`config.mk`:
```
export PLATFORM = sky130hd
export DESIGN_NAME = frame_rate_meter_limiter
export DESIGN_NICKNAME = d
export VERILOG_FILES = /design/src/hdl/frml_pkg.sv /design/src/hdl/frame_rate_meter_limiter.sv
export SDC_FILE = /design/constraint.sdc
export NUM_CORES = 2
export LEC_CHECK = 0
export BUFFER_PORTS_ARGS = -buffer_cell sky130_fd_sc_hd__buf_2
export CORE_ASPECT_RATIO = 0.9
export CORE_MARGIN = 3
export CORE_UTILIZATION = 40
export CTS_BUF_LIST = sky130_fd_sc_hd__clkbuf_8
export DETAILED_ROUTE_END_ITERATION = 16
export SLEW_MARGIN = 10
export SYNTH_ARGS = -nofsm -noshare
export SYNTH_HDL_FRONTEND = slang
export SYNTH_SLANG_ARGS = --single-unit
```
`constraint.sdc`:
```
create_clock -name clk -period 11.85 [get_ports clk]
set_input_delay 0.5925 -clock clk [delete_from_list [all_inputs] [get_ports clk]]
set_output_delay 0.5925 -clock clk [all_outputs]
set_load 0.005 [all_outputs]
```
`src/hdl/frml_pkg.sv`:
```
// shared field widths and constants for the frame rate meter and limiter
package frml_pkg;

	// field widths
	localparam int TICK_W     = 32;
	localparam int FT_W       = 32;
	localparam int FPS_W      = 24;
	localparam int DELAY_W    = 18;
	localparam int MAX_FPS_W  = 16;

	// stream payload widths, padded to whole bytes
	localparam int IN_DATA_W  = 64;
	localparam int OUT_DATA_W = 80;
	localparam int OUT_PAD_W  = OUT_DATA_W - FT_W - FPS_W - DELAY_W;

	// register port
	localparam int APB_ADDR_W = 3;
	localparam int APB_DATA_W = 32;
	localparam logic REG_MAX_FPS = 1'b0;

	// constants of the rate arithmetic
	localparam logic [MAX_FPS_W-1:0] MAX_FPS_RESET = 16'd15360;
	localparam logic [FPS_W-1:0]     FPS_DEFAULT   = 24'd15360;
	localparam int unsigned          PERIOD_SCALE  = 256000;
	localparam logic [DELAY_W-1:0]   PERIOD_SCALE_D = 18'd256000;

endpackage

```
`src/hdl/frame_rate_meter_limiter.sv`:
```
// frame rate meter with frame limiter: window sum, iterative divider and sequencer
// Divider width: NUM_W = bits of 256000*WINDOW (22 at WINDOW = 10); one restoring divider,
//   a quotient bit per cycle, runs for the rate and the wait time.
// Requests: a new one is taken only in the idle state, once the last result is handed
//   over; an untaken result holds the next one.
// Reset: arst_n clears control state and history, max_fps returns to 60.0 (Q8.8);
//   the frame window holds no reset value and is only read once written.
module frame_rate_meter_limiter #(
	parameter int WINDOW = 10
) (
	input  logic                              clk,
	input  logic                              arst_n,
	// register port
	input  logic                              psel,
	input  logic                              penable,
	input  logic                              pwrite,
	input  logic [frml_pkg::APB_ADDR_W-1:0]   paddr,
	input  logic [frml_pkg::APB_DATA_W-1:0]   pwdata,
	output logic [frml_pkg::APB_DATA_W-1:0]   prdata,
	output logic                              pready,
	// input stream
	input  logic                              s_axis_tvalid,
	output logic                              s_axis_tready,
	input  logic [frml_pkg::IN_DATA_W-1:0]    s_axis_tdata,  // frame_start_ms, now_ms
	// result stream
	output logic                              m_axis_tvalid,
	input  logic                              m_axis_tready,
	output logic [frml_pkg::OUT_DATA_W-1:0]   m_axis_tdata   // frame_time_ms, fps_q8, delay_ms, pad
);
	import frml_pkg::*;

	localparam int CNT_W  = $clog2(WINDOW + 1);
	localparam int SLOT_W = (WINDOW > 1) ? $clog2(WINDOW) : 1;
	localparam int SUM_W  = FT_W + CNT_W;
	localparam int NUM_W  = $clog2(PERIOD_SCALE * WINDOW + 1);
	localparam int BIT_W  = $clog2(NUM_W);
	localparam int PROD_W = TICK_W + MAX_FPS_W;

	// sequencer states
	localparam logic [2:0] ST_IDLE = 3'd0;
	localparam logic [2:0] ST_UPD  = 3'd1;
	localparam logic [2:0] ST_FSET = 3'd2;
	localparam logic [2:0] ST_DIV  = 3'd3;
	localparam logic [2:0] ST_MUL  = 3'd4;
	localparam logic [2:0] ST_DCHK = 3'd5;
	localparam logic [2:0] ST_FIN  = 3'd6;

	logic [2:0]            state_q;
	logic [MAX_FPS_W-1:0]  max_fps_q;
	logic [TICK_W-1:0]     prev_end_q;
	logic                  seen_first_q;
	logic [FT_W-1:0]       win_q [WINDOW];
	logic [SLOT_W-1:0]     slot_q;
	logic [CNT_W-1:0]      cnt_q;
	logic [SUM_W-1:0]      sum_q;
	logic [FT_W-1:0]       ft_q;
	logic [TICK_W-1:0]     elapsed_q;
	logic [PROD_W-1:0]     spent_q;
	logic [FPS_W-1:0]      fps_q;
	logic [DELAY_W-1:0]    delay_q;
	logic                  div_mode_q;
	logic [NUM_W-1:0]      num_q;
	logic [NUM_W-1:0]      quo_q;
	logic [SUM_W-1:0]      den_q;
	logic [SUM_W-1:0]      rem_q;
	logic [BIT_W-1:0]      bit_q;
	logic [OUT_DATA_W-1:0] out_data_q;
	logic                  out_valid_q;

	logic                  in_acc;
	logic                  cfg_wr;
	logic [TICK_W-1:0]     in_start;
	logic [TICK_W-1:0]     in_now;
	logic [SUM_W:0]        rem_shift;
	logic [SUM_W:0]        rem_diff;
	logic                  quo_bit;
	logic [NUM_W-1:0]      quo_next;
	logic [FT_W-1:0]       old_ft;
	logic                  win_full;

	assign in_start = s_axis_tdata[TICK_W-1:0];
	assign in_now   = s_axis_tdata[2*TICK_W-1:TICK_W];

	assign s_axis_tready = (state_q == ST_IDLE);
	assign in_acc        = s_axis_tvalid && s_axis_tready;
	assign m_axis_tvalid = out_valid_q;
	assign m_axis_tdata  = out_data_q;

	// register port, word-aligned decode
	assign pready = 1'b1;
	assign cfg_wr = psel && penable && pwrite && (paddr[2] == REG_MAX_FPS);
	assign prdata = (paddr[2] == REG_MAX_FPS) ? APB_DATA_W'(max_fps_q) : '0;

	always_ff @(posedge clk or negedge arst_n) begin
		if (!arst_n) begin
			max_fps_q <= MAX_FPS_RESET;
		end else if (cfg_wr) begin
			max_fps_q <= pwdata[MAX_FPS_W-1:0];
		end
	end

	// shared divider step: one restoring quotient bit
	assign rem_shift = {rem_q, num_q[NUM_W-1]};
	assign rem_diff  = rem_shift - {1'b0, den_q};
	assign quo_bit   = !rem_diff[SUM_W];
	assign quo_next  = {quo_q[NUM_W-2:0], quo_bit};

	// oldest frame time in the current slot
	assign old_ft   = win_q[slot_q];
	assign win_full = (cnt_q == CNT_W'(WINDOW));

	// frame window store, no reset
	always_ff @(posedge clk) begin
		if (state_q == ST_UPD) begin
			win_q[slot_q] <= ft_q;
		end
	end

	// payload registers
	always_ff @(posedge clk) begin
		if (in_acc) begin
			ft_q      <= seen_first_q ? (in_now - prev_end_q) : '0;
			elapsed_q <= in_now - in_start;
		end
		if (state_q == ST_MUL) begin
			spent_q <= PROD_W'(elapsed_q) * PROD_W'(max_fps_q);
		end
	end

	// sequencer and history
	always_ff @(posedge clk or negedge arst_n) begin
		if (!arst_n) begin
			state_q      <= ST_IDLE;
			prev_end_q   <= '0;
			seen_first_q <= 1'b0;
			slot_q       <= '0;
			cnt_q        <= '0;
			sum_q        <= '0;
			fps_q        <= '0;
			delay_q      <= '0;
			div_mode_q   <= 1'b0;
			num_q        <= '0;
			quo_q        <= '0;
			den_q        <= '0;
			rem_q        <= '0;
			bit_q        <= '0;
			out_data_q   <= '0;
			out_valid_q  <= 1'b0;
		end else begin
			// result leaves when taken, the hand-over state reloads it itself
			if (out_valid_q && m_axis_tready && (state_q != ST_FIN)) begin
				out_valid_q <= 1'b0;
			end
			unique case (state_q)
				ST_IDLE: begin
					if (in_acc) begin
						prev_end_q   <= in_now;
						seen_first_q <= 1'b1;
						state_q      <= ST_UPD;
					end
				end
				// window sum, count and slot update
				ST_UPD: begin
					sum_q <= sum_q - (win_full ? SUM_W'(old_ft) : '0) + SUM_W'(ft_q);
					if (!win_full) begin
						cnt_q <= cnt_q + 1'b1;
					end
					slot_q  <= (slot_q == SLOT_W'(WINDOW - 1)) ? '0 : slot_q + 1'b1;
					state_q <= ST_FSET;
				end
				// rate division setup, default rate on an empty sum
				ST_FSET: begin
					if (sum_q == '0) begin
						fps_q   <= FPS_DEFAULT;
						state_q <= ST_MUL;
					end else begin
						num_q      <= NUM_W'(PERIOD_SCALE) * NUM_W'(cnt_q);
						den_q      <= sum_q;
						rem_q      <= '0;
						quo_q      <= '0;
						bit_q      <= BIT_W'(NUM_W - 1);
						div_mode_q <= 1'b0;
						state_q    <= ST_DIV;
					end
				end
				// shared divider iterations
				ST_DIV: begin
					if (quo_bit) begin
						rem_q <= rem_diff[SUM_W-1:0];
					end else begin
						rem_q <= rem_shift[SUM_W-1:0];
					end
					num_q <= {num_q[NUM_W-2:0], 1'b0};
					quo_q <= quo_next;
					bit_q <= bit_q - 1'b1;
					if (bit_q == '0) begin
						if (div_mode_q) begin
							delay_q <= DELAY_W'(quo_next);
							state_q <= ST_FIN;
						end else begin
							fps_q   <= FPS_W'(quo_next);
							state_q <= ST_MUL;
						end
					end
				end
				// elapsed time times target rate
				ST_MUL: begin
					state_q <= ST_DCHK;
				end
				// wait time setup, none when no limit or frame long enough
				ST_DCHK: begin
					if ((max_fps_q == '0) || (spent_q >= PROD_W'(PERIOD_SCALE))) begin
						delay_q <= '0;
						state_q <= ST_FIN;
					end else begin
						num_q      <= NUM_W'(PERIOD_SCALE_D - spent_q[DELAY_W-1:0]);
						den_q      <= SUM_W'(max_fps_q);
						rem_q      <= '0;
						quo_q      <= '0;
						bit_q      <= BIT_W'(NUM_W - 1);
						div_mode_q <= 1'b1;
						state_q    <= ST_DIV;
					end
				end
				// hand over once the output register is free
				ST_FIN: begin
					if (!out_valid_q || m_axis_tready) begin
						out_data_q  <= {{OUT_PAD_W{1'b0}}, delay_q, fps_q, ft_q};
						out_valid_q <= 1'b1;
						state_q     <= ST_IDLE;
					end
				end
				default: begin
					state_q <= ST_IDLE;
				end
			endcase
		end
	end

endmodule

```
==> run summary <==
Outcome -> completed
Initial core utilization -> 40.52%
Cell Area, Placed -> 57020 um^2
Critical path type -> flop to flop
FMAX -> 0.1319 GHz
Synth area leader -> edfxtp_1
Via count -> 36790
H-Tree Depth -> 3
Period utilization -> 64.00%
Routed Antenna Nets -> 0
Setup ws final -> 4.266 ns
Synth Cell Area -> 54270 um^2
Largest net degree at the start of global routing -> 81
Drt wl/cell -> 19.03 um
Cell count after synthesis -> 5062
Pre-antenna DRT Iters -> 5
Post-Syn Area per Cell -> 10.72 um^2
Warnings, synthesis -> 0
I/O Pins -> 221
Vias in the first global route -> 37390
RSZ-0062 raised after global routing -> false
Setup tns final -> 0 ns
Nets -> 6047
Startpoint Class -> flop
Worst skew pair latency -> 0.81 ns
Hpwl dp -> 98.51 mm
Utilization after layout -> 44.67%
Die width -> 394.3 um
Post-synthesis register bit count -> 762
Slew HR -> 23.08%
Max cap viols -> 0
Worst Setup End Kind -> flop
GR Util All Layers -> 19.51%
Die footprint -> 140100 um^2
Setup bufs post-CTS -> 0
Rows -> 127
Total core area -> 134000 um^2
Synth unique cells -> 85
Initial antenna violation count -> 16
Top post-synthesis cells by area -> edfxtp_1, fa_1, dfrtp_1, ha_1, inv_1
Clk buf depth -> 3
Seq/Total Area, Yosys -> 39.13%
R2r setup slk -> 4.27 ns
Hold Path Class -> input port to flop
CTS tree -> done
Routability congestion estimate -> 0.8494
Worst-margin pin slew -> 1.148 ns
I/O Buffers -> 177
Area growth from synthesis to layout -> 10.25%
Clock Skews -> 0.05079 ns
Share of post-route cells with drive strength above 1 -> 11.87%
Clock Pin Slew Worst Setup and Hold Paths -> 0.06 ns
Final min period -> 7.584 ns
Sinks on Clock Net -> 762
CP arrival -> 8.12 ns
EDFF count, synth -> 432
Max-slew violation count -> 0
DRC -> 0
CP Data Required Time -> 12.39 ns
Endpoints failing setup -> 0
CP Max Fanout -> 36
Initial DRC Count -> 2639
Global-route wire length before repair -> 215.0 mm
Ys async rst share -> 43.31%
Global route total overflow -> 0
CTS buffer count -> 116
Fin. Hold Viols -> 0
Root buffer cell -> clkbuf_8
Top_reg_cell synth -> edfxtp_1
Vias per inst -> 5.166
Final wirelength -> 135.5 mm
Post-synth top area share -> 23.90%
Die Y -> 355.4 um
Dpl ws -> 4.305 ns
Design area -> 59830 um^2
-- metal layers --
metal  vias to the layer above  track usage, %  wire length [um]
li1                      17230               -                 -
met1                     18400           29.07             64810
met2                       970           29.10             57950
met3                       182           4.260              9842
met4                         6           4.294              2874
met5                         -               0                36
-- what timing repair did --
action | in CTS | in global routing
endpoints found under the setup margin | 0 | 0
endpoints found under the hold margin | 95 | 0
hold buffers | 24 | 0
gates resized for setup | 0 | 0
-- kinds of logic after synthesis --
kind of cell	count (synthesis)	synth area share, %
xor+xnor	183	2.988
compound gates	834	10.06
simple gates	1340	11.68
flops	762	39.13
buf+inv	982	7.002
mux	224	5.814
fa+ha+maj	735	23.31
other cells	2	0.01384
-- through the flow --
stage | instances | hold slack [ns]
after floorplan | 5085 | 0.2969
after global placement | 6870 | 0.4574
after detailed placement | 6870 | 0.4650
after CTS | 7114 | 0.001256
after global routing | 7118 | 0.02987
final | 7122 | 0.08841
-- synthesized netlist by cell type, types with 28 or more instances --
| cell | n |
|---|---|
| a22o_1 | 31 |
| clkbuf_1 | 218 |
| buf_4 | 28 |
| nor3_1 | 45 |
| and2_1 | 232 |
| mux2_2 | 90 |
| o21ai_0 | 185 |
| nand2_1 | 606 |
| nand3_1 | 48 |
| dfrtp_1 | 326 |
| nor2b_1 | 79 |
| o31ai_1 | 39 |
| a211oi_1 | 76 |
| o21ai_1 | 40 |
| o21a_1 | 28 |
| mux2i_1 | 70 |
| a21oi_1 | 188 |
| mux4_2 | 64 |
| nand2b_1 | 34 |
| inv_1 | 720 |
| fa_1 | 460 |
| nor2_1 | 181 |
| xnor2_1 | 110 |
| ha_1 | 275 |
| xor2_1 | 72 |
| a21o_1 | 88 |
| edfxtp_1 | 432 |
-- worst max-delay path: stages, from the launching register on --
cell and delay [ns]:
dfstp_2 0.51, buf_4 0.57, nand2_1 0.16, fa_1 0.54, inv_1 0.05, fa_1 0.56
fa_1 0.43, fa_1 0.46, fa_1 0.49, inv_1 0.05, fa_1 0.49, inv_1 0.05
ha_1 0.36, and3_1 0.26, nand2_1 0.11, or3_1 0.47, a2111oi_2 0.50, o21ai_1 0.29
o311a_1 0.40, nor3_1 0.22, o22ai_1 0.12, xnor2_1 0.15
-- placed cells by master, fill, tap and decap left out, types with 16 or more instances in the layout --
cell / n
edfxtp_1: 432
o21bai_1: 16
a21o_1: 88
clkinv_2: 22
mux4_2: 64
clkbuf_8: 139
nor4_1: 26
dlygate4sd3_1: 24
o31ai_1: 39
conb_1: 25
dfrtp_1: 321
o21a_1: 27
inv_1: 753
nand2_1: 606
a22o_1: 31
and3_1: 21
ha_1: 275
xnor2_1: 110
a21oi_1: 188
xor2_1: 72
and2_1: 230
fa_1: 460
buf_2: 176
nand3_1: 48
nor2b_1: 79
mux2_2: 90
o211ai_1: 19
o21ai_1: 39
mux2i_1: 70
buf_4: 64
a211oi_1: 76
nor3_1: 41
nand4_1: 26
o21ai_0: 185
nand2b_1: 34
nor2_1: 173
-- final timing paths --
path                            depth (start not counted)             start        endpoint
worst max-delay path                                   21     max_fps_q[11]     spent_q[46]
worst min-delay path                                    3  s_axis_tdata[47]  prev_end_q[15]
worst max register to register                         21     max_fps_q[11]     spent_q[46]
worst min register to register                          2         fps_q[18]       fps_q[18]
max in group asynchronous                               4            arst_n       slot_q[0]
min in group asynchronous                               2            arst_n       fps_q[12]
-- registers in the layout, indices dropped and copies added (netlist names), 32 cells and up --
name,count
spent_q,48
win_q,320
ft_q,32
den_q,36
elapsed_q,32
sum_q,36
prev_end_q,32
m_axis_tdata,72
rem_q,36
-- final cells by class --
class	count	area [um^2]
repair buffers	265	1617
fillers	12590	74120
diodes	8	20.02
clock inverters	81	636.9
flip-flops and latches	762	21240
multi-input cells	3341	29440
clock buffers	139	1913
well taps	1806	2260
inverters	720	2703
Power is left out: the tool's default activity adds up to more than one toggle a clock period on the data nets, which glitch-free logic cannot reach.
